## src/crss_pkg.sv

```systemverilog
`timescale 1ns / 1ps
// shared types, widths and constants of the catmull-rom segment sampler
// no dependencies; imported by every module of the block

package crss_pkg;

   // field and datapath widths
   localparam int PT_W   = 32;             // Q15.16 point coordinate
   localparam int T_W    = 16;             // Q0.16 curve parameter
   localparam int A_W    = 33;             // p2 - p0
   localparam int B_W    = 36;             // 2p0 - 5p1 + 4p2 - p3
   localparam int C_W    = 35;             // -p0 + 3p1 - 3p2 + p3
   localparam int H_W    = 39;             // horner accumulator, bounded below 2^38
   localparam int PROD_W = H_W + T_W + 1;  // accumulator times zero-extended t
   localparam int N_W    = 6;              // sample count register
   localparam int CNT_W  = 8;              // point count and max_points
   localparam int REM_W  = 5;              // remainder of the t stepping

   localparam int MAX_SEG_SAMPLES = 32;
   localparam int MAX_VERTS       = 256;
   localparam int FIFO_DEPTH      = 2;

   // configuration port
   localparam int CSR_IDX_W  = 8;
   localparam int CSR_DATA_W = 8;
   localparam logic [CSR_IDX_W-1:0] CSR_SEG_SAMPLES = 8'd0;
   localparam logic [CSR_IDX_W-1:0] CSR_MAX_POINTS  = 8'd1;
   localparam logic [CSR_IDX_W-1:0] CSR_CLOSED_LOOP = 8'd2;

   // polynomial coefficients of one axis, plus the segment end points
   typedef struct packed {
      logic signed [A_W-1:0]  a;
      logic signed [B_W-1:0]  b;
      logic signed [C_W-1:0]  c;
      logic signed [PT_W-1:0] p1;
      logic signed [PT_W-1:0] p2;
   } axis_coef_type;

   // one queued segment
   typedef struct packed {
      logic          first;
      logic          last;
      axis_coef_type x;
      axis_coef_type y;
   } seg_type;

   typedef struct packed {
      logic [N_W-1:0]   seg_samples;
      logic [CNT_W-1:0] max_points;
      logic             closed_loop;
   } cfg_type;

   typedef enum logic [2:0] {
      ST_IDLE,
      ST_CHECK,
      ST_MUL,
      ST_ACC,
      ST_EMIT,
      ST_END
   } state_type;

   // t increment for n samples: 65536 = q * n + r
   typedef struct packed {
      logic [T_W:0]     q;
      logic [REM_W-1:0] r;
   } step_type;

   function automatic step_type step_of(input logic [N_W-1:0] n);
      step_type st;
      case (n)
         6'd2:    st = '{q: 17'd32768, r: 5'd0};
         6'd3:    st = '{q: 17'd21845, r: 5'd1};
         6'd4:    st = '{q: 17'd16384, r: 5'd0};
         6'd5:    st = '{q: 17'd13107, r: 5'd1};
         6'd6:    st = '{q: 17'd10922, r: 5'd4};
         6'd7:    st = '{q: 17'd9362,  r: 5'd2};
         6'd8:    st = '{q: 17'd8192,  r: 5'd0};
         6'd9:    st = '{q: 17'd7281,  r: 5'd7};
         6'd10:   st = '{q: 17'd6553,  r: 5'd6};
         6'd11:   st = '{q: 17'd5957,  r: 5'd9};
         6'd12:   st = '{q: 17'd5461,  r: 5'd4};
         6'd13:   st = '{q: 17'd5041,  r: 5'd3};
         6'd14:   st = '{q: 17'd4681,  r: 5'd2};
         6'd15:   st = '{q: 17'd4369,  r: 5'd1};
         6'd16:   st = '{q: 17'd4096,  r: 5'd0};
         6'd17:   st = '{q: 17'd3855,  r: 5'd1};
         6'd18:   st = '{q: 17'd3640,  r: 5'd16};
         6'd19:   st = '{q: 17'd3449,  r: 5'd5};
         6'd20:   st = '{q: 17'd3276,  r: 5'd16};
         6'd21:   st = '{q: 17'd3120,  r: 5'd16};
         6'd22:   st = '{q: 17'd2978,  r: 5'd20};
         6'd23:   st = '{q: 17'd2849,  r: 5'd9};
         6'd24:   st = '{q: 17'd2730,  r: 5'd16};
         6'd25:   st = '{q: 17'd2621,  r: 5'd11};
         6'd26:   st = '{q: 17'd2520,  r: 5'd16};
         6'd27:   st = '{q: 17'd2427,  r: 5'd7};
         6'd28:   st = '{q: 17'd2340,  r: 5'd16};
         6'd29:   st = '{q: 17'd2259,  r: 5'd25};
         6'd30:   st = '{q: 17'd2184,  r: 5'd16};
         6'd31:   st = '{q: 17'd2114,  r: 5'd2};
         6'd32:   st = '{q: 17'd2048,  r: 5'd0};
         default: st = '{q: 17'd65536, r: 5'd0};  // one sample
      endcase
      return st;
   endfunction

endpackage

```

## src/crss_front.sv

```systemverilog
`timescale 1ns / 1ps
// front end: accepts segment beats and turns control points into coefficients
// depends on crss_pkg; feeds crss_fifo

module crss_front (
   input  logic                              req_valid,
   output logic                              req_ready,
   input  logic signed [crss_pkg::PT_W-1:0]  req_p0_x,
   input  logic signed [crss_pkg::PT_W-1:0]  req_p0_y,
   input  logic signed [crss_pkg::PT_W-1:0]  req_p1_x,
   input  logic signed [crss_pkg::PT_W-1:0]  req_p1_y,
   input  logic signed [crss_pkg::PT_W-1:0]  req_p2_x,
   input  logic signed [crss_pkg::PT_W-1:0]  req_p2_y,
   input  logic signed [crss_pkg::PT_W-1:0]  req_p3_x,
   input  logic signed [crss_pkg::PT_W-1:0]  req_p3_y,
   input  logic                              req_first_segment,
   input  logic                              req_last_segment,
   input  logic                              fifo_full,
   output logic                              fifo_push,
   output crss_pkg::seg_type                 fifo_entry
);
   import crss_pkg::*;

   // exact cubic coefficients of one axis
   function automatic axis_coef_type coef_of(
      input logic signed [PT_W-1:0] q0,
      input logic signed [PT_W-1:0] q1,
      input logic signed [PT_W-1:0] q2,
      input logic signed [PT_W-1:0] q3
   );
      axis_coef_type r;
      r.a  = A_W'(q2) - A_W'(q0);
      r.b  = (B_W'(q0) <<< 1) - (B_W'(q1) <<< 2) - B_W'(q1)
           + (B_W'(q2) <<< 2) - B_W'(q3);
      r.c  = C_W'(q3) - C_W'(q0)
           + (C_W'(q1) <<< 1) + C_W'(q1) - (C_W'(q2) <<< 1) - C_W'(q2);
      r.p1 = q1;
      r.p2 = q2;
      return r;
   endfunction

   // take a beat whenever the queue has room
   assign req_ready = !fifo_full;
   assign fifo_push = req_valid && !fifo_full;

   // queue entry
   always_comb begin
      fifo_entry.first = req_first_segment;
      fifo_entry.last  = req_last_segment;
      fifo_entry.x     = coef_of(req_p0_x, req_p1_x, req_p2_x, req_p3_x);
      fifo_entry.y     = coef_of(req_p0_y, req_p1_y, req_p2_y, req_p3_y);
   end

endmodule

```

## config.mk

```make
export PLATFORM = sky130hd
export DESIGN_NAME = crss_front
export DESIGN_NICKNAME = d
export VERILOG_FILES = /design/src/crss_pkg.sv /design/src/crss_front.sv
export SDC_FILE = /design/constraint.sdc
export NUM_CORES = 1
export LEC_CHECK = 0
export ABC_AREA = 1
export BUFFER_PORTS_ARGS = -buffer_cell sky130_fd_sc_hd__clkbuf_2
export CAP_MARGIN = 20
export CORE_ASPECT_RATIO = 0.7
export CORE_MARGIN = 3
export CORE_UTILIZATION = 40
export DETAILED_ROUTE_END_ITERATION = 7
export SYNTH_ARGS = -nofsm -noshare
export SYNTH_HDL_FRONTEND = slang
export SYNTH_SLANG_ARGS = --single-unit
```

## constraint.sdc

```tcl
create_clock -name vclk -period 5.5
set_input_delay 1.1 -clock vclk [all_inputs]
set_output_delay 1.1 -clock vclk [all_outputs]
set_load 0.05 [all_outputs]
```

==> results.toml, run 1 <==
[status]
outcome = "finished, violations left"
violations = "negative setup slack"

[placed_design]
port_buffers = 596
place_hpwl_mm = 113
place_ws_ns = -1.31
dp_cells = 6311
place_congestion = 1.02

[die]
io_pins = 600
core_um2 = 67000
dieHeight_um = 225
dieArea_um2 = 71600
start_util = 0.408
num_rows = 79
die_w_um = 319

[cells_and_area]
register_area_um2 = 0
drive_above_1_share = 0.487
fillers = 5386
final_cell_mix = "952 x inv_1, 696 x nand2_1, 668 x buf_4, 429 x clkbuf_2, 396 x fa_1"
nClkBuffers = 0
final_cell_count_no_fill = 6437
synthToLayoutAreaGrowth_pct = 72.9
final_common_cell = "inv_1"
flops_and_latches = 0
fin_util = 0.706
fin_nets = 6475

[routing]
drt-total-wl_mm = 135
vias_per_cell = 5.12
via_count = 32957
ant_nets = 0
drt_iter0_drc = 3070
remaining_drc_errors = 0
dr.pass1.iters = 7
wire_per_inst_um = 21.0

[clock_network]
hold_buffers = 0

[critical_path]
crit_fanout = 4
required_ns = 4.40
critPathMaxStageDelay_ns = 0.56
start_kind = "primary input"
cp_slowest_cell = "fa_1"
crit_path_cell_trace = "clkbuf_2 > inv_2 > fa_1 > inv_2 > ha_4 > a21oi_2 > o21ai_1 > buf_4 > a21oi_2 > nand2_8 > xor2_2 > fa_1 > ha_4 > nand2_4 > buf_6 > nor2_4 > inv_2 > buf_6 > nor4_4 > nand2_2 > nand2_2 > nand2_2 > nand2_4 > buf_12"
worstSetupPathType = "primary input to output port"
crit_arrival_ns = 5.22
setup.worst_path.end_class = "output port"

[sta]
fmax_mhz = 158
hold_viol = 0
totalNegativeSetupSlack_ns = -25.15
rsz0062_at_grt = "true"
min_period_ns = 6.32
relSlewSlack = 0.376
drv_slew = 0
tightestPinTransition_ns = 0.926
setup_slack_ns = -0.818
period_share = 1.15
setup_viol = 100

[synth]
ys_seq_area_frac = 0
synth_fp_nets = 5190
synth_area_um2 = 27400
yosysWarnings = 0
ys_types = 29
avgSynthCellArea_um2 = 6.42
syn_inst = 4262

[global_routing]
antenna_found_initial = 1
grtUsageTotal = 0.345
grt_pass1_wl_mm = 188
grt_pass1_vias = 31035
grt_max_degree = 7
overflow = 0

[worst_hold_path]
hp-class = "primary input to output port"

[job]
max_cap_violations = 0
metrics by stage:
| step | instance area (um^2) | hold slack, ns |
|---|---|---|
| after floorplan | 28100 | 2.37 |
| after global placement | 38200 | 2.20 |
| final | 47300 | 2.20 |
| after detailed placement | 38200 | 2.20 |
| after global routing | 47300 | 2.20 |
| after CTS | 43100 | 2.20 |
logic make-up after synthesis:
logic type | Yosys count | share of synthesized area
simple gates | 1839 | 0.274
buf+inv | 1197 | 0.182
fa+ha+maj | 668 | 0.422
compound gates | 437 | 0.0835
xor+xnor | 121 | 0.0387
critical path: cells and delay by family:
family | cells | cell delay, ns
fa+ha+maj | 4 | 1.65
compound gates | 3 | 0.53
buf+inv | 8 | 0.81
simple gates | 8 | 0.92
xor+xnor | 1 | 0.19
metal layers:
metal,track usage,up-vias,wire [um]
met5,0.0111,-,114
met4,0.0554,2,2780
met3,0.119,155,16300
met2,0.478,1493,56400
met1,0.520,16072,59400
li1,-,15235,-
Yosys cell counts (2+ instances only):
| cell | number | area [um^2] |
|---|---|---|
| nand2_1 | 1159 | 4350 |
| inv_1 | 1067 | 4010 |
| fa_1 | 423 | 8470 |
| nor2_1 | 363 | 1360 |
| a21oi_1 | 250 | 1250 |
| ha_1 | 245 | 3070 |
| nand3_1 | 156 | 781 |
| o21ai_0 | 150 | 751 |
| buf_4 | 130 | 976 |
| xor2_1 | 105 | 920 |
| nor3_1 | 51 | 255 |
| nand2_2 | 47 | 294 |
| nand4_1 | 36 | 225 |
| o21bai_1 | 19 | 143 |
| xnor2_1 | 16 | 140 |
| a21o_1 | 10 | 75.1 |
| nor2_2 | 7 | 43.8 |
| a21oi_2 | 5 | 43.8 |
| and2_1 | 5 | 31.3 |
| nand3_2 | 4 | 40.0 |
| nand3b_1 | 3 | 22.5 |
| nor2_4 | 3 | 33.8 |
| nor4_2 | 2 | 25.0 |
worst paths after layout:
| check | startpoint | endpoint | slack, ns | depth (start not counted) |
|---|---|---|---|---|
| hold / removal | req_first_segment | fifo_entry[337] | 2.20 | 0 |
| setup / recovery | req_p1_y[11] | fifo_entry[93] | -0.82 | 24 |
area by class of cell:
type / count / area (um^2) / area share
tap: 891 / 1110 / 0.0236
timing repair buffer: 1413 / 11900 / 0.251
antenna: 1 / 2.50 / 0.0000529
multi-input combinational: 3065 / 30300 / 0.640
inverter: 1067 / 4040 / 0.0854
what timing repair did:
| action | in CTS | in global routing |
|---|---|---|
| resized for setup | 1018 | 897 |
| pin swaps | 387 | 522 |
| setup endpoints to repair | 113 | 118 |
| buffers inserted | 65 | 78 |
==> run 2, diff against run 1 <==
ABC_AREA = 0   (was 1)
PLACE_DENSITY = 0.66   (was unset)
==> results.toml, run 2 <==
[cells_and_area]
drive_above_1_share = 0.493
final_cell_mix = "793 x buf_4, 547 x inv_1, 430 x clkbuf_2, 405 x fa_1, 186 x ha_1"
final_common_cell = "buf_4"
fillers = 4079
synthToLayoutAreaGrowth_pct = 72.3
nClkBuffers = 0
fin_nets = 4900
flops_and_latches = 0
antennaDiodeCount = 0
register_area_um2 = 0

[synth]
synth_top_cell_by_area = "fa_1"
synth_area_um2 = 22800
avgSynthCellArea_um2 = 8.54
syn_inst = 2666
synthTopCellsByArea = "fa_1 37%, ha_1 13%, inv_1 9.4%"
synth_commonest_cells = "573 x inv_1, 423 x fa_1, 245 x ha_1"
synth_fp_nets = 3594
yosysWarnings = 0
ys_types = 70
synth_most_common_cell = "inv_1"
ys_seq_area_frac = 0
synth.top_cell.area_share = 0.372

[sta]
hold_viol = 0
rsz0062_at_grt = "true"
drv_slew = 0
period_share = 1.44
fmax_mhz = 126
min_period_ns = 7.94
setup_slack_ns = -2.44
tightestPinTransition_ns = 0.668
setup_viol = 119
relSlewSlack = 0.550
totalNegativeSetupSlack_ns = -105.54

[clock_network]
hold_buffers = 0

[critical_path]
start_kind = "primary input"
setup.worst_path.end_class = "output port"
crit_fanout = 3
required_ns = 4.40
worstSetupPathType = "primary input to output port"
crit_arrival_ns = 6.84

[global_routing]
grt_pass1_wl_mm = 138
antenna_found_initial = 2
grt_pass1_vias = 25523
grt_max_degree = 9
overflow = 0
grtUsageTotal = 0.287

[die]
start_util = 0.408
io_pins = 600
die_w_um = 291
dieHeight_um = 206
dieArea_um2 = 59900
core_um2 = 55800
num_rows = 72

[routing]
ant_nets = 0
vias_per_cell = 5.12
wire_per_inst_um = 18.7
remaining_drc_errors = 0
via_count = 24101
drt-total-wl_mm = 88.1
drt_iter0_drc = 1263
dr.pass1.iters = 6

[placed_design]
port_buffers = 596
place_congestion = 0.993
place_hpwl_mm = 77.9

[worst_hold_path]
holdPathStages = 0
hp-class = "primary input to output port"

[job]
max_cap_violations = 0

[status]
violations = "negative setup slack"
outcome = "finished, violations left"
-- run 2: layer usage --
layer	up-vias	global-route usage	part of all wire
met4	2	0.0632	0.029
met2	856	0.473	0.47
met3	152	0.0452	0.073
met1	11921	0.400	0.43
li1	11170	-	-
met5	-	0	0.000079
-- run 2: final timing paths --
path	from	end	slack, ns
worst max-delay path	req_p0_y[2]	fifo_entry[98]	-2.44
worst min-delay path	req_first_segment	fifo_entry[337]	2.20
-- run 2: per-stage QoR --
stage	hold WS [ns]	setup WS [ns]	cells	cell area (um^2)	util
6_report	2.20	-2.44	4710	39200	0.703
5_1_grt	2.20	-2.62	4710	39200	0.703
4_1_cts	2.20	-2.39	4677	38100	0.683
3_5_place_dp	2.20	-2.61	4630	36100	0.647
3_3_place_gp	2.20	-2.51	4630	36100	0.647
2_1_floorplan	2.37	-1.80	2666	25400	-
-- run 2: layout make-up --
class                      count  area (um^2)  share of cell area
inverter                     573         2160              0.0550
timing repair buffer        1460        12000               0.306
tap                          740          926              0.0236
multi-input combinational   1937        24100               0.615
-- run 2: cell families (layout without fill, tap and decap cells) --
family | count (synthesis) | count (layout) | share of synthesized area
fa+ha+maj | 668 | 668 | 0.507
mux | 1 | 1 | 0.000440
buf+inv | 729 | 2033 | 0.142
compound gates | 636 | 636 | 0.179
xor+xnor | 220 | 220 | 0.0846
simple gates | 412 | 412 | 0.0879
-- run 2: worst max-delay path, stage by stage --
cell and delay [ns]:
buf_8 0.10, fa_1 0.59, inv_2 0.07, ha_4 0.28
a211oi_4 0.06, o311a_1 0.32, or4b_4 0.56, a311o_1 0.46
a2111oi_4 0.41, o21a_1 0.20, o21a_2 0.18, nor2_4 0.04
xnor2_2 0.13, fa_2 0.57, ha_4 0.21, and2_4 0.15
nand2_2 0.06, nor3_2 0.05, a211oi_2 0.25, o21ai_4 0.12
a211oi_4 0.32, o21ai_2 0.10, a21oi_4 0.19, xnor2_4 0.15
buf_12 0.16
-- run 2: timing repair --
action	CTS	global route
endpoints found under the setup margin	132	141
pin swaps	232	174
gates resized for setup	307	217
buffers inserted	56	46
Power of run 2 is left out: the tool's default activity adds up to more than one toggle a clock period on the data nets, which glitch-free logic cannot reach.
