==> config.mk <==
export PLATFORM = sky130hd
export DESIGN_NAME = crss_back
export DESIGN_NICKNAME = d
export VERILOG_FILES = /design/src/crss_pkg.sv /design/src/crss_back.sv
export SDC_FILE = /design/constraint.sdc
export NUM_CORES = 2
export LEC_CHECK = 0
export BUFFER_PORTS_ARGS = -buffer_cell sky130_fd_sc_hd__buf_4
export CORE_ASPECT_RATIO = 1.5
export CORE_MARGIN = 2
export CORE_UTILIZATION = 45
export CTS_BUF_LIST = sky130_fd_sc_hd__clkbuf_4
export DETAILED_ROUTE_END_ITERATION = 8
export PLACE_DENSITY = 0.63
export SLEW_MARGIN = 30
export SYNTH_ARGS = -nofsm -noshare
export SYNTH_HDL_FRONTEND = slang
export SYNTH_SLANG_ARGS = --single-unit
==> constraint.sdc <==
create_clock -name clock -period 66.8 [get_ports clock]
set_input_delay 3.34 -clock clock [delete_from_list [all_inputs] [get_ports clock]]
set_output_delay 3.34 -clock clock [all_outputs]
set_load 0.02 [all_outputs]
==> src/crss_pkg.sv <==
`timescale 1ns / 1ps
// shared types, widths and constants of the catmull-rom segment sampler
// no dependencies; imported by every module of the block

package crss_pkg;

   // field and datapath widths
   localparam int PT_W   = 32;             // Q15.16 point coordinate
   localparam int T_W    = 16;             // Q0.16 curve parameter
   localparam int A_W    = 33;             // p2 - p0
   localparam int B_W    = 36;             // 2p0 - 5p1 + 4p2 - p3
   localparam int C_W    = 35;             // -p0 + 3p1 - 3p2 + p3
   localparam int H_W    = 39;             // horner accumulator, bounded below 2^38
   localparam int PROD_W = H_W + T_W + 1;  // accumulator times zero-extended t
   localparam int N_W    = 6;              // sample count register
   localparam int CNT_W  = 8;              // point count and max_points
   localparam int REM_W  = 5;              // remainder of the t stepping

   localparam int MAX_SEG_SAMPLES = 32;
   localparam int MAX_VERTS       = 256;
   localparam int FIFO_DEPTH      = 2;

   // configuration port
   localparam int CSR_IDX_W  = 8;
   localparam int CSR_DATA_W = 8;
   localparam logic [CSR_IDX_W-1:0] CSR_SEG_SAMPLES = 8'd0;
   localparam logic [CSR_IDX_W-1:0] CSR_MAX_POINTS  = 8'd1;
   localparam logic [CSR_IDX_W-1:0] CSR_CLOSED_LOOP = 8'd2;

   // polynomial coefficients of one axis, plus the segment end points
   typedef struct packed {
      logic signed [A_W-1:0]  a;
      logic signed [B_W-1:0]  b;
      logic signed [C_W-1:0]  c;
      logic signed [PT_W-1:0] p1;
      logic signed [PT_W-1:0] p2;
   } axis_coef_type;

   // one queued segment
   typedef struct packed {
      logic          first;
      logic          last;
      axis_coef_type x;
      axis_coef_type y;
   } seg_type;

   typedef struct packed {
      logic [N_W-1:0]   seg_samples;
      logic [CNT_W-1:0] max_points;
      logic             closed_loop;
   } cfg_type;

   typedef enum logic [2:0] {
      ST_IDLE,
      ST_CHECK,
      ST_MUL,
      ST_ACC,
      ST_EMIT,
      ST_END
   } state_type;

   // t increment for n samples: 65536 = q * n + r
   typedef struct packed {
      logic [T_W:0]     q;
      logic [REM_W-1:0] r;
   } step_type;

   function automatic step_type step_of(input logic [N_W-1:0] n);
      step_type st;
      case (n)
         6'd2:    st = '{q: 17'd32768, r: 5'd0};
         6'd3:    st = '{q: 17'd21845, r: 5'd1};
         6'd4:    st = '{q: 17'd16384, r: 5'd0};
         6'd5:    st = '{q: 17'd13107, r: 5'd1};
         6'd6:    st = '{q: 17'd10922, r: 5'd4};
         6'd7:    st = '{q: 17'd9362,  r: 5'd2};
         6'd8:    st = '{q: 17'd8192,  r: 5'd0};
         6'd9:    st = '{q: 17'd7281,  r: 5'd7};
         6'd10:   st = '{q: 17'd6553,  r: 5'd6};
         6'd11:   st = '{q: 17'd5957,  r: 5'd9};
         6'd12:   st = '{q: 17'd5461,  r: 5'd4};
         6'd13:   st = '{q: 17'd5041,  r: 5'd3};
         6'd14:   st = '{q: 17'd4681,  r: 5'd2};
         6'd15:   st = '{q: 17'd4369,  r: 5'd1};
         6'd16:   st = '{q: 17'd4096,  r: 5'd0};
         6'd17:   st = '{q: 17'd3855,  r: 5'd1};
         6'd18:   st = '{q: 17'd3640,  r: 5'd16};
         6'd19:   st = '{q: 17'd3449,  r: 5'd5};
         6'd20:   st = '{q: 17'd3276,  r: 5'd16};
         6'd21:   st = '{q: 17'd3120,  r: 5'd16};
         6'd22:   st = '{q: 17'd2978,  r: 5'd20};
         6'd23:   st = '{q: 17'd2849,  r: 5'd9};
         6'd24:   st = '{q: 17'd2730,  r: 5'd16};
         6'd25:   st = '{q: 17'd2621,  r: 5'd11};
         6'd26:   st = '{q: 17'd2520,  r: 5'd16};
         6'd27:   st = '{q: 17'd2427,  r: 5'd7};
         6'd28:   st = '{q: 17'd2340,  r: 5'd16};
         6'd29:   st = '{q: 17'd2259,  r: 5'd25};
         6'd30:   st = '{q: 17'd2184,  r: 5'd16};
         6'd31:   st = '{q: 17'd2114,  r: 5'd2};
         6'd32:   st = '{q: 17'd2048,  r: 5'd0};
         default: st = '{q: 17'd65536, r: 5'd0};  // one sample
      endcase
      return st;
   endfunction

endpackage

==> src/crss_back.sv <==
`timescale 1ns / 1ps
// back end: sample sequencer, horner evaluation on x and y lanes, point cap
// and output register; depends on crss_pkg, reads entries from crss_fifo

module crss_back (
   input  logic                             clock,
   input  logic                             reset,
   input  crss_pkg::cfg_type                cfg,
   input  logic                             seg_valid,
   input  crss_pkg::seg_type                seg,
   output logic                             seg_pop,
   output logic                             rsp_valid,
   input  logic                             rsp_ready,
   output logic signed [crss_pkg::PT_W-1:0] rsp_pt_x,
   output logic signed [crss_pkg::PT_W-1:0] rsp_pt_y,
   output logic                             rsp_run_last
);
   import crss_pkg::*;

   state_type                 state_ff, state_in;
   seg_type                   seg_ff, seg_in;
   logic [N_W-1:0]            s_ff, s_in;
   logic [T_W:0]              t_ff, t_in;
   logic [REM_W-1:0]          r_ff, r_in;
   logic [1:0]                step_ff, step_in;
   logic signed [H_W-1:0]     hx_ff, hx_in, hy_ff, hy_in;
   logic signed [PROD_W-1:0]  px_ff, px_in, py_ff, py_in;
   logic [CNT_W-1:0]          count_ff, count_in;
   logic                      rsp_valid_ff, rsp_valid_in;
   logic signed [PT_W-1:0]    pt_x_ff, pt_x_in, pt_y_ff, pt_y_in;
   logic                      run_last_ff, run_last_in;

   logic [N_W-1:0]            n_eff;
   logic [CNT_W-1:0]          cap;
   step_type                  tstep;
   logic [REM_W:0]            r_sum;
   logic [CNT_W-1:0]          next_count;
   logic                      out_free, cap_hit, last_sample, end_follows;
   logic                      start_eval, do_mul, do_acc, emit_pt, emit_end;
   logic signed [H_W-1:0]     add_x, add_y;
   logic signed [T_W:0]       t_op;

   // halve and saturate the final horner value
   function automatic logic signed [PT_W-1:0] sat_half(input logic signed [H_W-1:0] h);
      logic signed [H_W-2:0] v;
      logic signed [PT_W-1:0] r;
      v = h[H_W-1:1];
      if ((&v[H_W-2:PT_W-1]) || !(|v[H_W-2:PT_W-1])) begin
         r = v[PT_W-1:0];
      end else if (v[H_W-2]) begin
         r = {1'b1, {(PT_W-1){1'b0}}};
      end else begin
         r = {1'b0, {(PT_W-1){1'b1}}};
      end
      return r;
   endfunction

   // effective sample count and point cap
   always_comb begin
      if (cfg.seg_samples == '0) begin
         n_eff = N_W'(1);
      end else if (cfg.seg_samples > N_W'(MAX_SEG_SAMPLES)) begin
         n_eff = N_W'(MAX_SEG_SAMPLES);
      end else begin
         n_eff = cfg.seg_samples;
      end
      cap = (cfg.max_points > CNT_W'(MAX_VERTS - 1)) ? CNT_W'(MAX_VERTS - 1)
                                                    : cfg.max_points;
   end

   assign tstep       = step_of(n_eff);
   assign r_sum       = {1'b0, r_ff} + {1'b0, tstep.r};
   assign next_count  = count_ff + CNT_W'(1);
   assign out_free    = !rsp_valid_ff || rsp_ready;
   assign cap_hit     = (count_ff >= cap);
   assign last_sample = (s_ff == n_eff - N_W'(1)) || (next_count >= cap);
   assign end_follows = seg_ff.last && !cfg.closed_loop && (next_count < cap);

   // next state
   always_comb begin
      state_in = state_ff;
      case (state_ff)
         ST_IDLE:  if (seg_valid) state_in = ST_CHECK;
         ST_CHECK: state_in = cap_hit ? ST_IDLE : ST_MUL;
         ST_MUL:   state_in = ST_ACC;
         ST_ACC:   state_in = (step_ff == 2'd2) ? ST_EMIT : ST_MUL;
         ST_EMIT: begin
            if (out_free) begin
               if (!last_sample) begin
                  state_in = ST_MUL;
               end else begin
                  state_in = end_follows ? ST_END : ST_IDLE;
               end
            end
         end
         ST_END:   if (out_free) state_in = ST_IDLE;
         default:  state_in = ST_IDLE;
      endcase
   end

   // sequencer outputs
   always_comb begin
      seg_pop    = 1'b0;
      start_eval = 1'b0;
      do_mul     = 1'b0;
      do_acc     = 1'b0;
      emit_pt    = 1'b0;
      emit_end   = 1'b0;
      case (state_ff)
         ST_IDLE:  seg_pop = seg_valid;
         ST_CHECK: start_eval = !cap_hit;
         ST_MUL:   do_mul = 1'b1;
         ST_ACC:   do_acc = 1'b1;
         ST_EMIT: begin
            emit_pt    = out_free;
            start_eval = out_free && !last_sample;
         end
         ST_END:   emit_end = out_free;
         default: begin
            seg_pop = 1'b0;
         end
      endcase
   end

   // horner addend for the current step
   always_comb begin
      case (step_ff)
         2'd0: begin
            add_x = H_W'(seg_ff.x.b);
            add_y = H_W'(seg_ff.y.b);
         end
         2'd1: begin
            add_x = H_W'(seg_ff.x.a);
            add_y = H_W'(seg_ff.y.a);
         end
         default: begin
            add_x = H_W'(seg_ff.x.p1) <<< 1;
            add_y = H_W'(seg_ff.y.p1) <<< 1;
         end
      endcase
   end

   assign t_op = $signed({1'b0, t_ff[T_W-1:0]});

   // datapath next values
   always_comb begin
      seg_in       = seg_ff;
      s_in         = s_ff;
      t_in         = t_ff;
      r_in         = r_ff;
      step_in      = step_ff;
      hx_in        = hx_ff;
      hy_in        = hy_ff;
      px_in        = px_ff;
      py_in        = py_ff;
      count_in     = count_ff;
      pt_x_in      = pt_x_ff;
      pt_y_in      = pt_y_ff;
      run_last_in  = run_last_ff;
      rsp_valid_in = rsp_valid_ff && !rsp_ready;

      // new segment: restart sampling, new curve clears the count
      if (seg_pop) begin
         seg_in   = seg;
         s_in     = '0;
         t_in     = '0;
         r_in     = '0;
         count_in = seg.first ? '0 : count_ff;
      end

      // load the cubic coefficient for a new point
      if (start_eval) begin
         hx_in   = H_W'(seg_ff.x.c);
         hy_in   = H_W'(seg_ff.y.c);
         step_in = '0;
      end

      if (do_mul) begin
         px_in = hx_ff * t_op;
         py_in = hy_ff * t_op;
      end

      // floor shift of the product plus the next coefficient
      if (do_acc) begin
         hx_in   = $signed(px_ff[H_W+T_W-1:T_W]) + add_x;
         hy_in   = $signed(py_ff[H_W+T_W-1:T_W]) + add_y;
         step_in = step_ff + 2'd1;
      end

      // sampled point into the output register, step t
      if (emit_pt) begin
         pt_x_in      = sat_half(hx_ff);
         pt_y_in      = sat_half(hy_ff);
         run_last_in  = last_sample && !end_follows;
         rsp_valid_in = 1'b1;
         count_in     = next_count;
         s_in         = s_ff + N_W'(1);
         if (r_sum >= {1'b0, n_eff[REM_W-1:0]} || n_eff[N_W-1]) begin
            if (r_sum >= (REM_W+1)'(n_eff)) begin
               r_in = REM_W'(r_sum - (REM_W+1)'(n_eff));
               t_in = t_ff + tstep.q + (T_W+1)'(1);
            end else begin
               r_in = r_sum[REM_W-1:0];
               t_in = t_ff + tstep.q;
            end
         end else begin
            r_in = r_sum[REM_W-1:0];
            t_in = t_ff + tstep.q;
         end
      end

      // open path end point
      if (emit_end) begin
         pt_x_in      = seg_ff.x.p2;
         pt_y_in      = seg_ff.y.p2;
         run_last_in  = 1'b1;
         rsp_valid_in = 1'b1;
         count_in     = next_count;
      end
   end

   // control registers
   always_ff @(posedge clock) begin
      if (reset) begin
         state_ff     <= ST_IDLE;
         count_ff     <= '0;
         rsp_valid_ff <= 1'b0;
         step_ff      <= '0;
      end else begin
         state_ff     <= state_in;
         count_ff     <= count_in;
         rsp_valid_ff <= rsp_valid_in;
         step_ff      <= step_in;
      end
   end

   // payload registers
   always_ff @(posedge clock) begin
      seg_ff      <= seg_in;
      s_ff        <= s_in;
      t_ff        <= t_in;
      r_ff        <= r_in;
      hx_ff       <= hx_in;
      hy_ff       <= hy_in;
      px_ff       <= px_in;
      py_ff       <= py_in;
      pt_x_ff     <= pt_x_in;
      pt_y_ff     <= pt_y_in;
      run_last_ff <= run_last_in;
   end

   assign rsp_valid    = rsp_valid_ff;
   assign rsp_pt_x     = pt_x_ff;
   assign rsp_pt_y     = pt_y_ff;
   assign rsp_run_last = run_last_ff;

   // a finished horner pass always goes to the emit step
   a_acc_to_emit: assert property (@(posedge clock) disable iff (reset)
      (state_ff == ST_ACC && step_ff == 2'd2) |=> state_ff == ST_EMIT)
      else $error("horner pass did not end in emit");

   // a point waiting on the output keeps its value
   a_emit_hold: assert property (@(posedge clock) disable iff (reset)
      (state_ff == ST_EMIT && !out_free) |=> ($stable(hx_ff) && $stable(hy_ff)))
      else $error("stalled point changed");

   // every loaded beat bumps the point count by one
   a_count_step: assert property (@(posedge clock) disable iff (reset)
      (emit_pt || emit_end) |=> count_ff == CNT_W'($past(count_ff) + CNT_W'(1)))
      else $error("point count out of step");

   // a loaded point shows on the output next cycle
   a_emit_valid: assert property (@(posedge clock) disable iff (reset)
      (emit_pt || emit_end) |=> rsp_valid_ff)
      else $error("emitted point not valid");

endmodule

==> impl.org <==
** Detailed routing
- Vias :: 51800
- Mean number of vias per cell :: 5.43
- In this run, the number of DRC markers left after iteration 0 of detailed routing was 3487.
- Post-detailed-route count of antenna-violating nets :: 0
- Post-DR wirelength/cell :: 21.9 microns
- Wires add up to 209000 microns.
- Number of optimization iterations in the first detailed-route pass :: 6
- For this run, design rule violations remaining after detail routing come to 0.

** Worst setup path
- The critical path is of the reg -> reg type.
- Data arrival at the endpoint of the critical path :: 9.34 ns
- Top cell by count, worst path :: sky130_fd_sc_hd__fa_1
- Highest net fanout along the worst path :: 52
- At the worst endpoint, the required time is 67.73 ns.
- STA classifies the critical path endpoint as a flop.
- Cell at the slowest stage of the critical path :: sky130_fd_sc_hd__o41ai_1
- Startpoint of the most critical register-to-register path :: t_ff[9]
- For this run, the slowest stage of the critical path takes 0.86 ns.
- The critical path goes through buf_4 -> buf_4 -> nand2_1 -> fa_1 -> inv_1 -> fa_1 -> fa_1 -> fa_1 -> fa_1 -> inv_1 -> fa_1 -> inv_1 -> ha_1 -> nand2_1 -> nor2_1 -> nand3_1 -> a211oi_1 -> nor3_1 -> o41ai_1 -> a21oi_1 -> nor2b_1 -> xnor2_1.
- Crit. Startpoint :: t_ff[9]
- The number of cells on the worst reg-to-reg path is 22.
- Critical path startpoint category :: flop

** Synth
- Fraction of synthesis flops using an asynchronous set or reset pin :: 0%
- The synthesized netlist occupies a cell area of 69400 sq um.
- Synthesis produced a netlist with a net count of 8933.
- Synthesis handed over a netlist of 7026 instances.
- In this run, synthesis produced a sequential element count of 599.
- Warnings, synthesis :: 0
- The netlist uses 90 different library cells.
- Number of enable flip-flop cells after synthesis :: 584
- Sequential elements use 25.7% of the synthesized area.
- In the synthesized netlist the dominant register cell turns out to be sky130_fd_sc_hd__edfxtp_1.
- Dividing the synthesized area by the synthesized cell count gives 9.88 sq um.

** Floorplanning
- Once the floorplan was initialized, standard cells occupied 45.3% of the core.
- From left edge to right edge, the die measures 325 microns.
- Floorplan row count :: 176
- The die covers 158000 sq um.
- The floorplan step defined a core boundary enclosing 153000 sq um.
- Measured along the y axis, the die boundary spans 485 microns.
- Number of placed I/O pins :: 424

** CTS
- CTS tree :: built
- Clock latency at the later pin of the worst-skew pair :: 1.32 ns
- After clock tree synthesis, the flow added hold-fix buffers numbering 0.
- Clock tree synthesis found a total of 599 sinks.
- Number of H-tree levels :: 4
- Number of resized instances in the post-cts repair step :: 0
- Root Driver :: sky130_fd_sc_hd__clkbuf_4
- No sink is reached through more buffers than the 3 on the longest clock path.
- Counting the buffers created by CTS gives 158.
- After clock tree synthesis, the clock-pin slew on the worst setup and hold paths is 0.09 ns.
- # Post-CTS Setup Buffers :: 0

** Run
- Max-cap violations in this run came to 0.

** Placement
- Routability congestion estimate from global placement :: 0.908
- After detailed placement, the total cell area comes to 74600 sq um.
- After legalization and detailed placement, the total HPWL measured 155000 microns.
- Buffers placed on the I/O ports in this run total 423.

** Global routing
- Global routing consumed, over all layers together, 27.2% of the routing resources.
- Overflow after GRT :: 0
- The initial antenna violation count is 13.
- Pin count of the biggest net entering global routing :: 158
- The via count of the first global-routing pass came to 56100.
- First-pass GRT wire length :: 325000 microns

** Cells and area
- Top library cells by usage in the layout, fill and taps aside :: sky130_fd_sc_hd__inv_1, sky130_fd_sc_hd__nand2_1, sky130_fd_sc_hd__fa_1, sky130_fd_sc_hd__edfxtp_1, sky130_fd_sc_hd__buf_4
- After routing the design area is 76800 sq um.
- Most common library cell in the layout ignoring fill and taps :: sky130_fd_sc_hd__inv_1
- Of the cells placed in the final design, the portion with a size suffix greater than 1 is 10.6%.
- Relative to the synthesized area, the layout overhead comes to 10.6%.
- Final-layout fill cell count :: 14400
- Net total in the final layout :: 9262

** Status
- The run finished with clean final reports.

** Hold path
- Hold Path Cell Cnt :: 2
- The path class of the tightest hold or removal check is reg -> reg.
- Worst hold start :: seg_ff[18]

** Timing
- Setup repair after global routing left no endpoint under its margin.
- Setup Viol. Count Final :: 0
- Relative slew slack :: 31.2%
- Clock Skews :: 0.149 ns
- For the pin with the worst max-slew slack, the measured transition is 1.03 ns.
- Final count of pins violating max slew :: 0
- Final Critical Period :: 8.41 ns
- Setup total negative slack on the finished layout was measured at 0 ns.
- Hold violation count in the final report :: 0
- Final cycle utilization of the critical path :: 12.6%
- Derived from the worst setup path, the maximum achievable clock frequency is 0.119 GHz.
- On the final layout, the worst hold slack is 0.527 ns.
path summary, 6_finish.rpt:
path,end,slack (ns)
min reg2reg,rsp_pt_y[18],0.53
max,px_ff[52],58.39
max reg2reg,px_ff[52],58.39
min,rsp_pt_y[18],0.53
area by class of cell:
class	count	area [sq um]	area share [%]
multi-input combinational	4749	45400	59.1
sequential	599	17800	23.2
inverter	1347	5060	6.58
timing repair buffer	500	3830	4.98
tap	2047	2560	3.33
clock buffer	216	1620	2.11
clock inverter	72	465	0.606
antenna	9	22.5	0.0293
critical path: cells and delay by family (launching register included):
family | cells | cell delay [ns]
fa+ha+maj | 7 | 3.38
xor+xnor | 1 | 0.15
simple gates | 6 | 1.10
flops | 1 | 0.42
compound gates | 3 | 1.63
buf+inv | 5 | 1.33
per-layer routing:
layer	vias to the layer above	track usage (%)	wire, microns
li1	22800	-	-
met1	26300	32.3	77900
met2	2052	47.0	104000
met3	605	5.06	15200
met4	8	14.3	11500
met5	-	0	49
synthesized netlist by cell type (all sizes together), types with 37 or more instances:
cell,count,area share (%)
xor2,62,0.78
nor2,240,1.3
nand3,56,0.40
a21o,101,1.1
o21ai,159,1.1
a22oi,71,0.77
and2,458,4.1
nand4,37,0.33
ha,385,6.9
inv,1343,7.3
nand2,1177,6.4
nor3,54,0.41
clkbuf,320,1.7
xnor2,132,1.7
fa,1165,34
a21oi,250,1.8
edfxtp,584,25
registers in the layout, indices dropped and copies added, names as in the netlist:
signal / count
seg_ff: 337
rsp_pt_x: 32
py_ff: 39
hy_ff: 39
count_ff: 8
rsp_valid: 1
state_ff: 3
t_ff: 16
rsp_run_last: 1
s_ff: 6
px_ff: 39
step_ff: 2
hx_ff: 39
r_ff: 5
rsp_pt_y: 32
cell families after synthesis:
family	synth area share [%]
compound gates	7.55
xor+xnor	2.48
fa+ha+maj	40.5
buf+inv	9.07
flops	25.7
mux	0.299
simple gates	14.4
per-stage QoR:
step | setup WS (ns) | util, % | instances
detailed placement | 57.59 | 48.7 | 9236
global route | 58.11 | 50.1 | 9537
global placement | 57.54 | 48.6 | 9233
floorplan | 21.56 | - | 7026
finish | 58.39 | 50.1 | 9539
CTS | 58.48 | 50.0 | 9524
Power is left out: the tool's default activity adds up to more than one toggle a clock period on the data nets, which glitch-free logic cannot reach.
