===== src/crss_pkg.sv =====
`timescale 1ns / 1ps
// shared types, widths and constants of the catmull-rom segment sampler
// no dependencies; imported by every module of the block

package crss_pkg;

   // field and datapath widths
   localparam int PT_W   = 32;             // Q15.16 point coordinate
   localparam int T_W    = 16;             // Q0.16 curve parameter
   localparam int A_W    = 33;             // p2 - p0
   localparam int B_W    = 36;             // 2p0 - 5p1 + 4p2 - p3
   localparam int C_W    = 35;             // -p0 + 3p1 - 3p2 + p3
   localparam int H_W    = 39;             // horner accumulator, bounded below 2^38
   localparam int PROD_W = H_W + T_W + 1;  // accumulator times zero-extended t
   localparam int N_W    = 6;              // sample count register
   localparam int CNT_W  = 8;              // point count and max_points
   localparam int REM_W  = 5;              // remainder of the t stepping

   localparam int MAX_SEG_SAMPLES = 32;
   localparam int MAX_VERTS       = 256;
   localparam int FIFO_DEPTH      = 2;

   // configuration port
   localparam int CSR_IDX_W  = 8;
   localparam int CSR_DATA_W = 8;
   localparam logic [CSR_IDX_W-1:0] CSR_SEG_SAMPLES = 8'd0;
   localparam logic [CSR_IDX_W-1:0] CSR_MAX_POINTS  = 8'd1;
   localparam logic [CSR_IDX_W-1:0] CSR_CLOSED_LOOP = 8'd2;

   // polynomial coefficients of one axis, plus the segment end points
   typedef struct packed {
      logic signed [A_W-1:0]  a;
      logic signed [B_W-1:0]  b;
      logic signed [C_W-1:0]  c;
      logic signed [PT_W-1:0] p1;
      logic signed [PT_W-1:0] p2;
   } axis_coef_type;

   // one queued segment
   typedef struct packed {
      logic          first;
      logic          last;
      axis_coef_type x;
      axis_coef_type y;
   } seg_type;

   typedef struct packed {
      logic [N_W-1:0]   seg_samples;
      logic [CNT_W-1:0] max_points;
      logic             closed_loop;
   } cfg_type;

   typedef enum logic [2:0] {
      ST_IDLE,
      ST_CHECK,
      ST_MUL,
      ST_ACC,
      ST_EMIT,
      ST_END
   } state_type;

   // t increment for n samples: 65536 = q * n + r
   typedef struct packed {
      logic [T_W:0]     q;
      logic [REM_W-1:0] r;
   } step_type;

   function automatic step_type step_of(input logic [N_W-1:0] n);
      step_type st;
      case (n)
         6'd2:    st = '{q: 17'd32768, r: 5'd0};
         6'd3:    st = '{q: 17'd21845, r: 5'd1};
         6'd4:    st = '{q: 17'd16384, r: 5'd0};
         6'd5:    st = '{q: 17'd13107, r: 5'd1};
         6'd6:    st = '{q: 17'd10922, r: 5'd4};
         6'd7:    st = '{q: 17'd9362,  r: 5'd2};
         6'd8:    st = '{q: 17'd8192,  r: 5'd0};
         6'd9:    st = '{q: 17'd7281,  r: 5'd7};
         6'd10:   st = '{q: 17'd6553,  r: 5'd6};
         6'd11:   st = '{q: 17'd5957,  r: 5'd9};
         6'd12:   st = '{q: 17'd5461,  r: 5'd4};
         6'd13:   st = '{q: 17'd5041,  r: 5'd3};
         6'd14:   st = '{q: 17'd4681,  r: 5'd2};
         6'd15:   st = '{q: 17'd4369,  r: 5'd1};
         6'd16:   st = '{q: 17'd4096,  r: 5'd0};
         6'd17:   st = '{q: 17'd3855,  r: 5'd1};
         6'd18:   st = '{q: 17'd3640,  r: 5'd16};
         6'd19:   st = '{q: 17'd3449,  r: 5'd5};
         6'd20:   st = '{q: 17'd3276,  r: 5'd16};
         6'd21:   st = '{q: 17'd3120,  r: 5'd16};
         6'd22:   st = '{q: 17'd2978,  r: 5'd20};
         6'd23:   st = '{q: 17'd2849,  r: 5'd9};
         6'd24:   st = '{q: 17'd2730,  r: 5'd16};
         6'd25:   st = '{q: 17'd2621,  r: 5'd11};
         6'd26:   st = '{q: 17'd2520,  r: 5'd16};
         6'd27:   st = '{q: 17'd2427,  r: 5'd7};
         6'd28:   st = '{q: 17'd2340,  r: 5'd16};
         6'd29:   st = '{q: 17'd2259,  r: 5'd25};
         6'd30:   st = '{q: 17'd2184,  r: 5'd16};
         6'd31:   st = '{q: 17'd2114,  r: 5'd2};
         6'd32:   st = '{q: 17'd2048,  r: 5'd0};
         default: st = '{q: 17'd65536, r: 5'd0};  // one sample
      endcase
      return st;
   endfunction

endpackage


===== src/crss_fifo.sv =====
`timescale 1ns / 1ps
// short segment queue between the front and back ends
// depends on crss_pkg

module crss_fifo (
   input  logic              clock,
   input  logic              reset,
   input  logic              push,
   input  crss_pkg::seg_type wr_data,
   output logic              full,
   input  logic              pop,
   output logic              rd_valid,
   output crss_pkg::seg_type rd_data
);
   import crss_pkg::*;

   localparam int PTR_W = (FIFO_DEPTH > 1) ? $clog2(FIFO_DEPTH) : 1;
   localparam int OCC_W = $clog2(FIFO_DEPTH + 1);

   seg_type            mem_ff [FIFO_DEPTH];
   logic [PTR_W-1:0]   wr_ptr_ff, wr_ptr_in;
   logic [PTR_W-1:0]   rd_ptr_ff, rd_ptr_in;
   logic [OCC_W-1:0]   occ_ff, occ_in;
   logic               do_push, do_pop;

   assign full     = (occ_ff == OCC_W'(FIFO_DEPTH));
   assign rd_valid = (occ_ff != '0);
   assign rd_data  = mem_ff[rd_ptr_ff];
   assign do_push  = push && !full;
   assign do_pop   = pop && rd_valid;

   // pointer and occupancy update
   always_comb begin
      wr_ptr_in = wr_ptr_ff;
      rd_ptr_in = rd_ptr_ff;
      occ_in    = occ_ff;
      if (do_push) begin
         wr_ptr_in = (wr_ptr_ff == PTR_W'(FIFO_DEPTH - 1)) ? '0 : wr_ptr_ff + PTR_W'(1);
      end
      if (do_pop) begin
         rd_ptr_in = (rd_ptr_ff == PTR_W'(FIFO_DEPTH - 1)) ? '0 : rd_ptr_ff + PTR_W'(1);
      end
      if (do_push && !do_pop) begin
         occ_in = occ_ff + OCC_W'(1);
      end else if (do_pop && !do_push) begin
         occ_in = occ_ff - OCC_W'(1);
      end
   end

   always_ff @(posedge clock) begin
      if (reset) begin
         wr_ptr_ff <= '0;
         rd_ptr_ff <= '0;
         occ_ff    <= '0;
      end else begin
         wr_ptr_ff <= wr_ptr_in;
         rd_ptr_ff <= rd_ptr_in;
         occ_ff    <= occ_in;
      end
   end

   // entry storage
   always_ff @(posedge clock) begin
      if (do_push) begin
         mem_ff[wr_ptr_ff] <= wr_data;
      end
   end

endmodule


===== config.mk =====
export PLATFORM = sky130hd
export DESIGN_NAME = crss_fifo
export DESIGN_NICKNAME = d
export VERILOG_FILES = /design/src/crss_pkg.sv /design/src/crss_fifo.sv
export SDC_FILE = /design/constraint.sdc
export NUM_CORES = 1
export LEC_CHECK = 0
export BUFFER_PORTS_ARGS = -buffer_cell sky130_fd_sc_hd__buf_2
export CAP_MARGIN = 25
export CORE_AREA = 2 2 269 271
export CTS_CLUSTER_DIAMETER = 100
export CTS_CLUSTER_SIZE = 10
export DETAILED_ROUTE_END_ITERATION = 8
export DIE_AREA = 0 0 271 273
export GPL_TIMING_DRIVEN = 0
export PLACE_DENSITY = 0.58
export SLEW_MARGIN = 20
export SYNTH_ARGS = -nofsm -noshare
export SYNTH_HDL_FRONTEND = slang
export SYNTH_SLANG_ARGS = --single-unit

===== constraint.sdc =====
create_clock -name clock -period 11.2 [get_ports clock]
set_input_delay 1.12 -clock clock [delete_from_list [all_inputs] [get_ports clock]]
set_output_delay 1.12 -clock clock [all_outputs]
set_load 0.05 [all_outputs]

==> results.cfg, run 1 <==
[setup_path]
slowest_stage = mux2_4
start_kind = flop
rr_worst_depth = 5
crit_path_frequent_cell = buf_12
cp_cell_sequence = buf_6 -> buf_12 -> buf_12 -> mux2_4 -> buf_2
timing.critical_path.max_delay_family = buffers and inverters
critPathCaptureType = output pin
r2r-start = occ_ff[0]
critical-path-max-stage-delay_ns = 0.34
reg2reg_slack_ns = 8.40
arrival_ns = 2.07
critical_path_class = flop to output pin
cp.required_ns = 10.08
timing.rr.end = mem_ff[0][113]
critical_path_buf_inv_count = 4
path_max_fanout = 10

[cts]
clk_latency_ns = 0.61
cts_resized = 0
htree_num_levels = 3
cts_root_buf = clkbuf_16
clockBufferDepth = 3
cts_tree = yes
ctsHoldBuffers = 0
numCtsBuffers = 78
cts_sinks = 681
postCtsSetupBuffers = 0
clk_transition_reported_paths_ns = 0.05

[power]
leakage_nw = 12.9
ir_drop_mv = 0.167
power.share.combinational = 0.387
p_sw_frac = 0.372
internal-power_mw = 5.62
power_switching_mw = 3.33
clockPowerShare = 0.247
power_mw = 8.96
power.density_nw_per_um2 = 270
seq_power_share = 0.366

[drt]
drtPass1Iterations = 4
post-route-drc-count = 0
post_drt_wl_per_cell_microns = 21.4
vias = 12900
avgViaCountPerCell = 4.56
routed_wl_mm = 60.5
antenna_left = 0
drt_iter0_drc = 583

[sta]
whs_ns = 0.494
rsz0062_at_grt = false
finalHoldViolCount = 0
min_period_over_period = 0.285
fin_crit_ns = 3.19
slew_headroom = 0.600
tightest_slew_ns = 0.601
tns_ns = 0
skew_ns = 0.0254
setup-violations-final = 0
drv_slew = 0
layout_setup_ws_ns = 8.01
timing.fmax_mhz = 314

[logic_synthesis]
avgSynthCellArea_sq_um = 24.3
synth.area.top_cells = edfxtp_1 78%, mux2_4 17%, buf_12 2.5%
synthesis.area_sq_um = 26200
ys_ff_latch = 681
ys_seq_area_frac = 0.780
synth_cells = 1077
synth_top_area_frac = 0.776
ys_warn_count = 0
syn_nets = 1420
yosysUniqueCellTypes = 17
synth_largest_area_cell = edfxtp_1

[floorplanning]
fp.dieArea_sq_um = 74000
die_x_microns = 271
rows = 98
chipHeight_microns = 273
ios = 682
coreArea_sq_um = 71000
start_util = 0.369

[final_layout]
multi_input_area_sq_um = 5050
fin_area_sq_um = 33200
utilization = 0.468
finalNonFillerCells = 2827
n_fill_cell = 6044
regArea_sq_um = 20400
drive_above_1_share = 0.620
area_growth_pct = 26.9
final_nets = 2192

[worst_hold_path]
hold_end = wr_ptr_ff
hold_path.class = flop to flop
min_path_cells = 2
hold_start = wr_ptr_ff

[flow_run]
maxCapViolations = 0

[global_route]
grt_antenna_before_repair = 13
grtUsageTotal = 0.158
grt_max_degree = 97
grt-ovfl-total = 0
grt_pass1_wl_mm = 86.2
first_global_vias = 13500

[placement]
pre_cts_slack_ns = 7.58
io_buffers = 681
hpwl_mm = 43.8
dp.cells = 2719
gp_congestion = 0.766
place_area_sq_um = 31000

[run_status]
status = completed
[registers in the layout (all words and copies together), names as in the netlist, named ones only]
register,flops
mem_ff,676
occ_ff,2
rd_ptr_ff,1
wr_ptr_ff,1
[metal layers]
| metal | track usage | up-vias | part of all wire |
|---|---|---|---|
| met1 | 0.169 | 6471 | 0.35 |
| li1 | - | 5854 | - |
| met5 | 0 | - | 0.00091 |
| met4 | 0.0576 | 8 | 0.026 |
| met2 | 0.287 | 442 | 0.54 |
| met3 | 0.0561 | 105 | 0.081 |
[area by class of cell]
type	instances	area share
clock buffer	93	0.0617
antenna	8	0.000603
sequential	681	0.614
clock inverter	7	0.00316
tap	950	0.0358
inverter	2	0.000452
buffer	38	0.0214
multi-input combinational	356	0.152
timing repair buffer	692	0.111
[power groups by stage]
stage	Clock, mW	Sequential [mW]	Combinational (mW)
2_1_floorplan	0	3.44	2.74
3_3_place_gp	0	3.54	3.46
3_5_place_dp	0	3.33	3.51
4_1_cts	2.29	3.28	3.52
5_1_grt	2.39	3.30	3.60
6_report	2.22	3.28	3.47
[cells in the mapped netlist]
cell and count:
nor2_1 4, buf_12 33, a21oi_1 2, and2_1 1, dfxtp_1 5, inv_1 2
buf_2 1, or3_1 2, nor2b_1 1, mux2_2 37, buf_6 4, mux2_4 301
or2_2 1, o21ai_0 3, xor2_1 3, ha_1 1, edfxtp_1 676
[cells by family (layout without fill, tap and decap cells)]
kind of cell	Yosys count	count (layout)	synth area share
buffers and inverters	40	832	0.0274
other	0	8	0
XOR/XNOR	3	3	0.00100
flip-flops	681	681	0.780
adder cells (fa/ha/maj)	1	1	0.000478
multiplexers	338	338	0.189
AND/OR/NAND/NOR	9	9	0.00177
AO/OA/AOI/OAI	5	5	0.000956
[worst reg2reg max path, cell delays in order, from the launching register on]
cell and delay, ns:
dfxtp_1 0.44, nor2b_1 0.11, or3_1 0.43, inv_8 0.45, buf_16 0.42, buf_16 0.44
[worst max-delay path by stage]
stage	startpoint	end	slack (ns)	depth (start not counted)
6_report	flop	rd_data[141]	8.01	5
5_1_grt	flop	rd_data[141]	7.90	5
4_1_cts	flop	rd_data[141]	7.91	5
3_5_place_dp	push	mem_ff[0][190]	7.58	6
3_3_place_gp	push	mem_ff[1][151]	-3.34	4
2_1_floorplan	push	mem_ff[1][0]	1.47	3
[cells in the final DEF, fill, tap and decap left out, drive strengths merged]
cell type  synthesis  final
a21oi              2      2
and2               1      1
dfxtp              5      5
or3                2      2
clkbuf             0     93
nor2b              1      1
diode              0      8
o21ai              3      3
buf               38    730
or2                1      1
nor2               4      4
edfxtp           676    676
clkinv             0      5
inv                2      4
xor2               3      3
ha                 1      1
mux2             338    338
No activity file was read; power rests on OpenSTA's default activity.
==> run 2, diff against run 1 <==
--- a/config.mk
+++ b/config.mk
@@ -7,13 +7,13 @@
 export LEC_CHECK = 0
 export BUFFER_PORTS_ARGS = -buffer_cell sky130_fd_sc_hd__buf_2
 export CAP_MARGIN = 25
-export CORE_AREA = 2 2 269 271
+export CORE_AREA = 2 2 266 268
 export CTS_CLUSTER_DIAMETER = 100
 export CTS_CLUSTER_SIZE = 10
 export DETAILED_ROUTE_END_ITERATION = 8
-export DIE_AREA = 0 0 271 273
+export DIE_AREA = 0 0 268 270
 export GPL_TIMING_DRIVEN = 0
-export PLACE_DENSITY = 0.58
+export PLACE_DENSITY = 0.62
 export SLEW_MARGIN = 20
 export SYNTH_ARGS = -nofsm -noshare
 export SYNTH_HDL_FRONTEND = slang
==> constraint.sdc (replaced) <==
create_clock -name clock -period 2.7 [get_ports clock]
set_input_delay 0.27 -clock clock [delete_from_list [all_inputs] [get_ports clock]]
set_output_delay 0.27 -clock clock [all_outputs]
set_load 0.05 [all_outputs]
==> results.cfg, run 2 (synthesis results as in run 1) <==
[sta]
whs_ns = 0.0936
finalHoldViolCount = 0
layout_setup_ws_ns = 0.180
drv_slew = 0
tightest_slew_ns = 0.373
fin_crit_ns = 2.52
timing.fmax_mhz = 397
setup-violations-final = 0
skew_ns = 0.0184
tns_ns = 0
min_period_over_period = 0.933
rsz0062_at_grt = false
slew_headroom = 0.751

[placement]
dp.cells = 2719
place_area_sq_um = 31200
hpwl_mm = 44.1
io_buffers = 681
pre_cts_slack_ns = 0.104
gp_congestion = 0.767

[floorplanning]
chipHeight_microns = 270
die_x_microns = 268
ios = 682
fp.dieArea_sq_um = 72400
rows = 97
start_util = 0.376
coreArea_sq_um = 69500

[global_route]
grt_antenna_before_repair = 7
grt-ovfl-total = 0
first_global_vias = 15800
grt_max_degree = 51
grtUsageTotal = 0.172
grt_pass1_wl_mm = 93.7

[drt]
vias = 14300
post-route-drc-count = 0
routed_wl_mm = 63.9
drtPass1Iterations = 5
post_drt_wl_per_cell_microns = 20.3
avgViaCountPerCell = 4.54
drt_iter0_drc = 763
antenna_left = 0

[setup_path]
rr_worst_depth = 8
path_max_fanout = 32
arrival_ns = 2.80
critical_path_class = flop to flop
cp.required_ns = 2.98
critPathCaptureType = flop
start_kind = flop

[final_layout]
utilization = 0.528
n_fill_cell = 5484
top_register = mem_ff
fin_area_sq_um = 36700
final_nets = 2543
top_regs = mem_ff x676, occ_ff x2
largest_reg_flops = 676
drive_above_1_share = 0.529
area_growth_pct = 40.3
finalNonFillerCells = 3156
final_common_cell = buf_2
most-common-layout-cells = 682 x buf_2, 676 x edfxtp_1, 339 x dlygate4sd3_1

[power]
power_mw = 37.7
internal-power_mw = 23.7
p_sw_frac = 0.371
clockPowerShare = 0.240
ir_drop_mv = 0.781
leakage_nw = 14.3
power.density_nw_per_um2 = 1030
power.share.combinational = 0.400
power_switching_mw = 14.0
seq_power_share = 0.361

[cts]
htree_num_levels = 3
cts_tree = yes
cts_root_buf = clkbuf_16
clk_transition_reported_paths_ns = 0.05
clockBufferDepth = 3
clk_latency_ns = 0.59
cts_sinks = 681
numCtsBuffers = 78

[worst_hold_path]
hold_path.class = input pin to flop
min_path_cells = 4

[flow_run]
maxCapViolations = 0

[run_status]
status = completed
[run 2: changes by cell type in the layout (fill, tap and decap cells not counted), sizes merged]
| cell | before | now |
|---|---|---|
| and2 | 1 | 2 |
| buf | 730 | 741 |
| clkbuf | 93 | 87 |
| clkinv | 5 | 3 |
| clkinvlp | 0 | 2 |
| diode | 8 | 3 |
| dlygate4sd3 | 0 | 339 |
| inv | 4 | 3 |
[run 2: final cells by class]
cell class | count | area [sq um] | share of cell area
diodes | 3 | 7.51 | 0.000204
plain buffers | 38 | 711 | 0.0194
clock buffers | 87 | 2010 | 0.0547
clock inverters | 6 | 61.3 | 0.00167
inverters | 2 | 11.3 | 0.000307
multi-input cells | 357 | 5070 | 0.138
flip-flops and latches | 681 | 20400 | 0.556
well taps | 940 | 1180 | 0.0320
repair buffers | 1042 | 7270 | 0.198
[run 2: what timing repair did]
action	in CTS	in global routing
setup endpoints to repair	0	35
hold buffers	339	0
endpoints found under the hold margin	681	0
resized for setup	0	0
buffers inserted	0	1
[run 2: per-layer routing]
metal | track usage | wire length [microns] | up-vias
li1 | - | - | 6535
met5 | 0 | 52 | -
met3 | 0.0532 | 4630 | 167
met2 | 0.309 | 33200 | 535
met4 | 0.0803 | 2940 | 8
met1 | 0.183 | 23100 | 7073
[run 2: path summary, 6_finish.rpt]
kind	start	endpoint	slack, ns
worst max-delay path	occ_ff[1]	mem_ff[0][118]	0.18
worst min-delay path	push	wr_ptr_ff	0.09
worst max register to register	occ_ff[1]	mem_ff[0][118]	0.18
worst min register to register	occ_ff[1]	occ_ff[1]	0.53
[run 2: power by group through the flow]
stage / registers (mW) / clock network [mW] / logic, mW
after global placement: 13.8 / 0 / 13.1
final: 13.6 / 9.02 / 15.0
after CTS: 13.6 / 9.28 / 15.2
after floorplan: 14.0 / 0 / 11.4
after global routing: 13.7 / 9.69 / 15.6
after detailed placement: 13.8 / 0 / 14.7
[run 2: critical path: stages (launching register included)]
cell and delay (ns):
dfxtp_2 0.33, nor2b_4 0.14, or3_4 0.38, clkinvlp_4 0.15
buf_12 0.22, buf_12 0.25, buf_12 0.23, buf_12 0.21
buf_12 0.22
==> run 3, diff against run 2 <==
--- a/config.mk
+++ b/config.mk
@@ -5,6 +5,7 @@
 export SDC_FILE = /design/constraint.sdc
 export NUM_CORES = 1
 export LEC_CHECK = 0
+export ABC_AREA = 1
 export BUFFER_PORTS_ARGS = -buffer_cell sky130_fd_sc_hd__buf_2
 export CAP_MARGIN = 25
 export CORE_AREA = 2 2 266 268
==> results.cfg, run 3 <==
[cts]
clk_latency_ns = 0.61
cts_root_buf = clkbuf_16
cts_tree = yes
numCtsBuffers = 80
clk_transition_reported_paths_ns = 0.05
cts_sinks = 681
clockBufferDepth = 3
htree_num_levels = 3

[flow_run]
maxCapViolations = 0

[run_status]
status = completed

[sta]
fin_crit_ns = 2.36
timing.fmax_mhz = 424
min_period_over_period = 0.874
drv_slew = 0
tns_ns = 0
tightest_slew_ns = 0.482
rsz0062_at_grt = false
setup-violations-final = 0
layout_setup_ws_ns = 0.341
slew_headroom = 0.678
finalHoldViolCount = 0
skew_ns = 0.0268
whs_ns = 0.0736

[logic_synthesis]
avgSynthCellArea_sq_um = 24.0
synth_largest_area_cell = edfxtp_1
ys_warn_count = 0
ys_ff_latch = 681
ys_seq_area_frac = 0.779
syn_nets = 1432
yosysMostFrequentCell = edfxtp_1
synthesis.area_sq_um = 26200
synth-main-ff-cell = edfxtp_1
synth.area.top_cells = edfxtp_1 78%, mux2_4 17%, buf_12 2.5%
ys_top_cells_by_count = 676 x edfxtp_1, 301 x mux2_4, 37 x mux2_2
synth-edff-count = 676
synth_cells = 1089
yosysUniqueCellTypes = 15
async_reset_ff_frac = 0
synth_top_area_frac = 0.775

[drt]
antenna_left = 0
wl_met1_mm = 22.6
met2_wirelength_mm = 32.7
routed_wl_mm = 62.8
wl_met3_mm = 4.88
post-route-drc-count = 0
post_drt_wl_per_cell_microns = 19.7
drt_iter0_drc = 695
drtPass1Iterations = 4
vias = 14400
top_layer_used = met5
avgViaCountPerCell = 4.53

[floorplanning]
ios = 682
coreArea_sq_um = 69500
fp.dieArea_sq_um = 72400
start_util = 0.377
die_x_microns = 268
rows = 97
chipHeight_microns = 270

[global_route]
grt_max_degree = 27
grt-ovfl-total = 0
grtUsageTotal = 0.169
grt_antenna_before_repair = 7
grt_pass1_wl_mm = 92.6
first_global_vias = 15900

[placement]
io_buffers = 681
pre_cts_slack_ns = 0.395
hpwl_mm = 44.4
gp_congestion = 0.805

[power]
power_mw = 36.5
leakage_nw = 14.6
ir_drop_mv = 0.686
power.density_nw_per_um2 = 982

[worst_hold_path]
hold_path.class = input pin to flop
min_path_cells = 4

[setup_path]
rr_worst_depth = 8
critical-path-max-stage-delay_ns = 0.41
arrival_ns = 2.09
cp_cell_sequence = buf_6 -> buf_2 -> mux2_2 -> buf_2
critical_path_class = flop to output pin
reg2reg_slack_ns = 0.40
slowest_stage = mux2_2
cp.required_ns = 2.43
critPathCaptureType = output pin
start_kind = flop
crit_path_frequent_cell = buf_2
path_max_fanout = 10

[final_layout]
n_fill_cell = 5439
final_common_cell = buf_2
largest_reg_flops = 676
top_regs = mem_ff x676, occ_ff x2
area_growth_pct = 41.9
drive_above_1_share = 0.529
final_nets = 2568
top_register = mem_ff
most-common-layout-cells = 682 x buf_2, 676 x edfxtp_1, 341 x dlygate4sd3_1
utilization = 0.534
==> run 3: critical path, delay by kind of cell, from the launching register on <==
family   cells  cell delay (ns)
buf+inv      3             0.74
flops        1             0.32
mux          1             0.41
==> run 3: cells by family after synthesis <==
| group | share of synthesized area |
|---|---|
| AND/OR/NAND/NOR | 0.00277 |
| multiplexers | 0.188 |
| adder cells (fa/ha/maj) | 0.000478 |
| buffers and inverters | 0.0283 |
| AO/OA/AOI/OAI | 0.000955 |
| flip-flops | 0.779 |
==> run 3: what timing repair did <==
action / 4_1_cts / 5_1_grt
gates resized for setup: 0 / 0
hold buffers: 341 / 0
hold endpoints to repair: 681 / 0
buffers inserted: 0 / 0
==> run 3: final timing paths <==
kind	start	to
setup / recovery	flop	rd_data[328]
hold reg to reg	rd_ptr_ff	rd_ptr_ff
hold / removal	push	wr_ptr_ff
setup reg to reg	occ_ff[1]	mem_ff[1][279]
==> run 3: layer usage <==
| metal | up-vias | GRT usage |
|---|---|---|
| met2 | 511 | 0.300 |
| met4 | 10 | 0.0769 |
| met1 | 7160 | 0.182 |
| met3 | 160 | 0.0561 |
| li1 | 6595 | - |
| met5 | - | 0 |
==> run 3: area by class of cell <==
cell class | instances | area (sq um) | area share
clock buffer | 87 | 2030 | 0.0546
multi-input combinational | 362 | 5070 | 0.136
buffer | 38 | 711 | 0.0191
tap | 940 | 1180 | 0.0316
clock inverter | 11 | 171 | 0.00461
timing repair buffer | 1054 | 7570 | 0.204
antenna | 3 | 7.51 | 0.000202
inverter | 8 | 30.0 | 0.000808
sequential | 681 | 20400 | 0.549
==> run 3: metrics by stage <==
| step | std cells | cell area (sq um) |
|---|---|---|
| final | 3184 | 37200 |
| after global routing | 3183 | 37200 |
| after CTS | 3181 | 37200 |
| after detailed placement | 2742 | 31500 |
| after global placement | 2710 | 30800 |
| after floorplan | 1089 | 26200 |
==> run 3: where the power goes <==
part	total, mW	leakage, nW	switching (mW)	internal (mW)
registers	13.7	6.35	0.334	13.4
clock network	9.35	1.07	4.00	5.35
logic	13.4	7.14	8.75	4.70
total	36.5	14.6	13.1	23.4
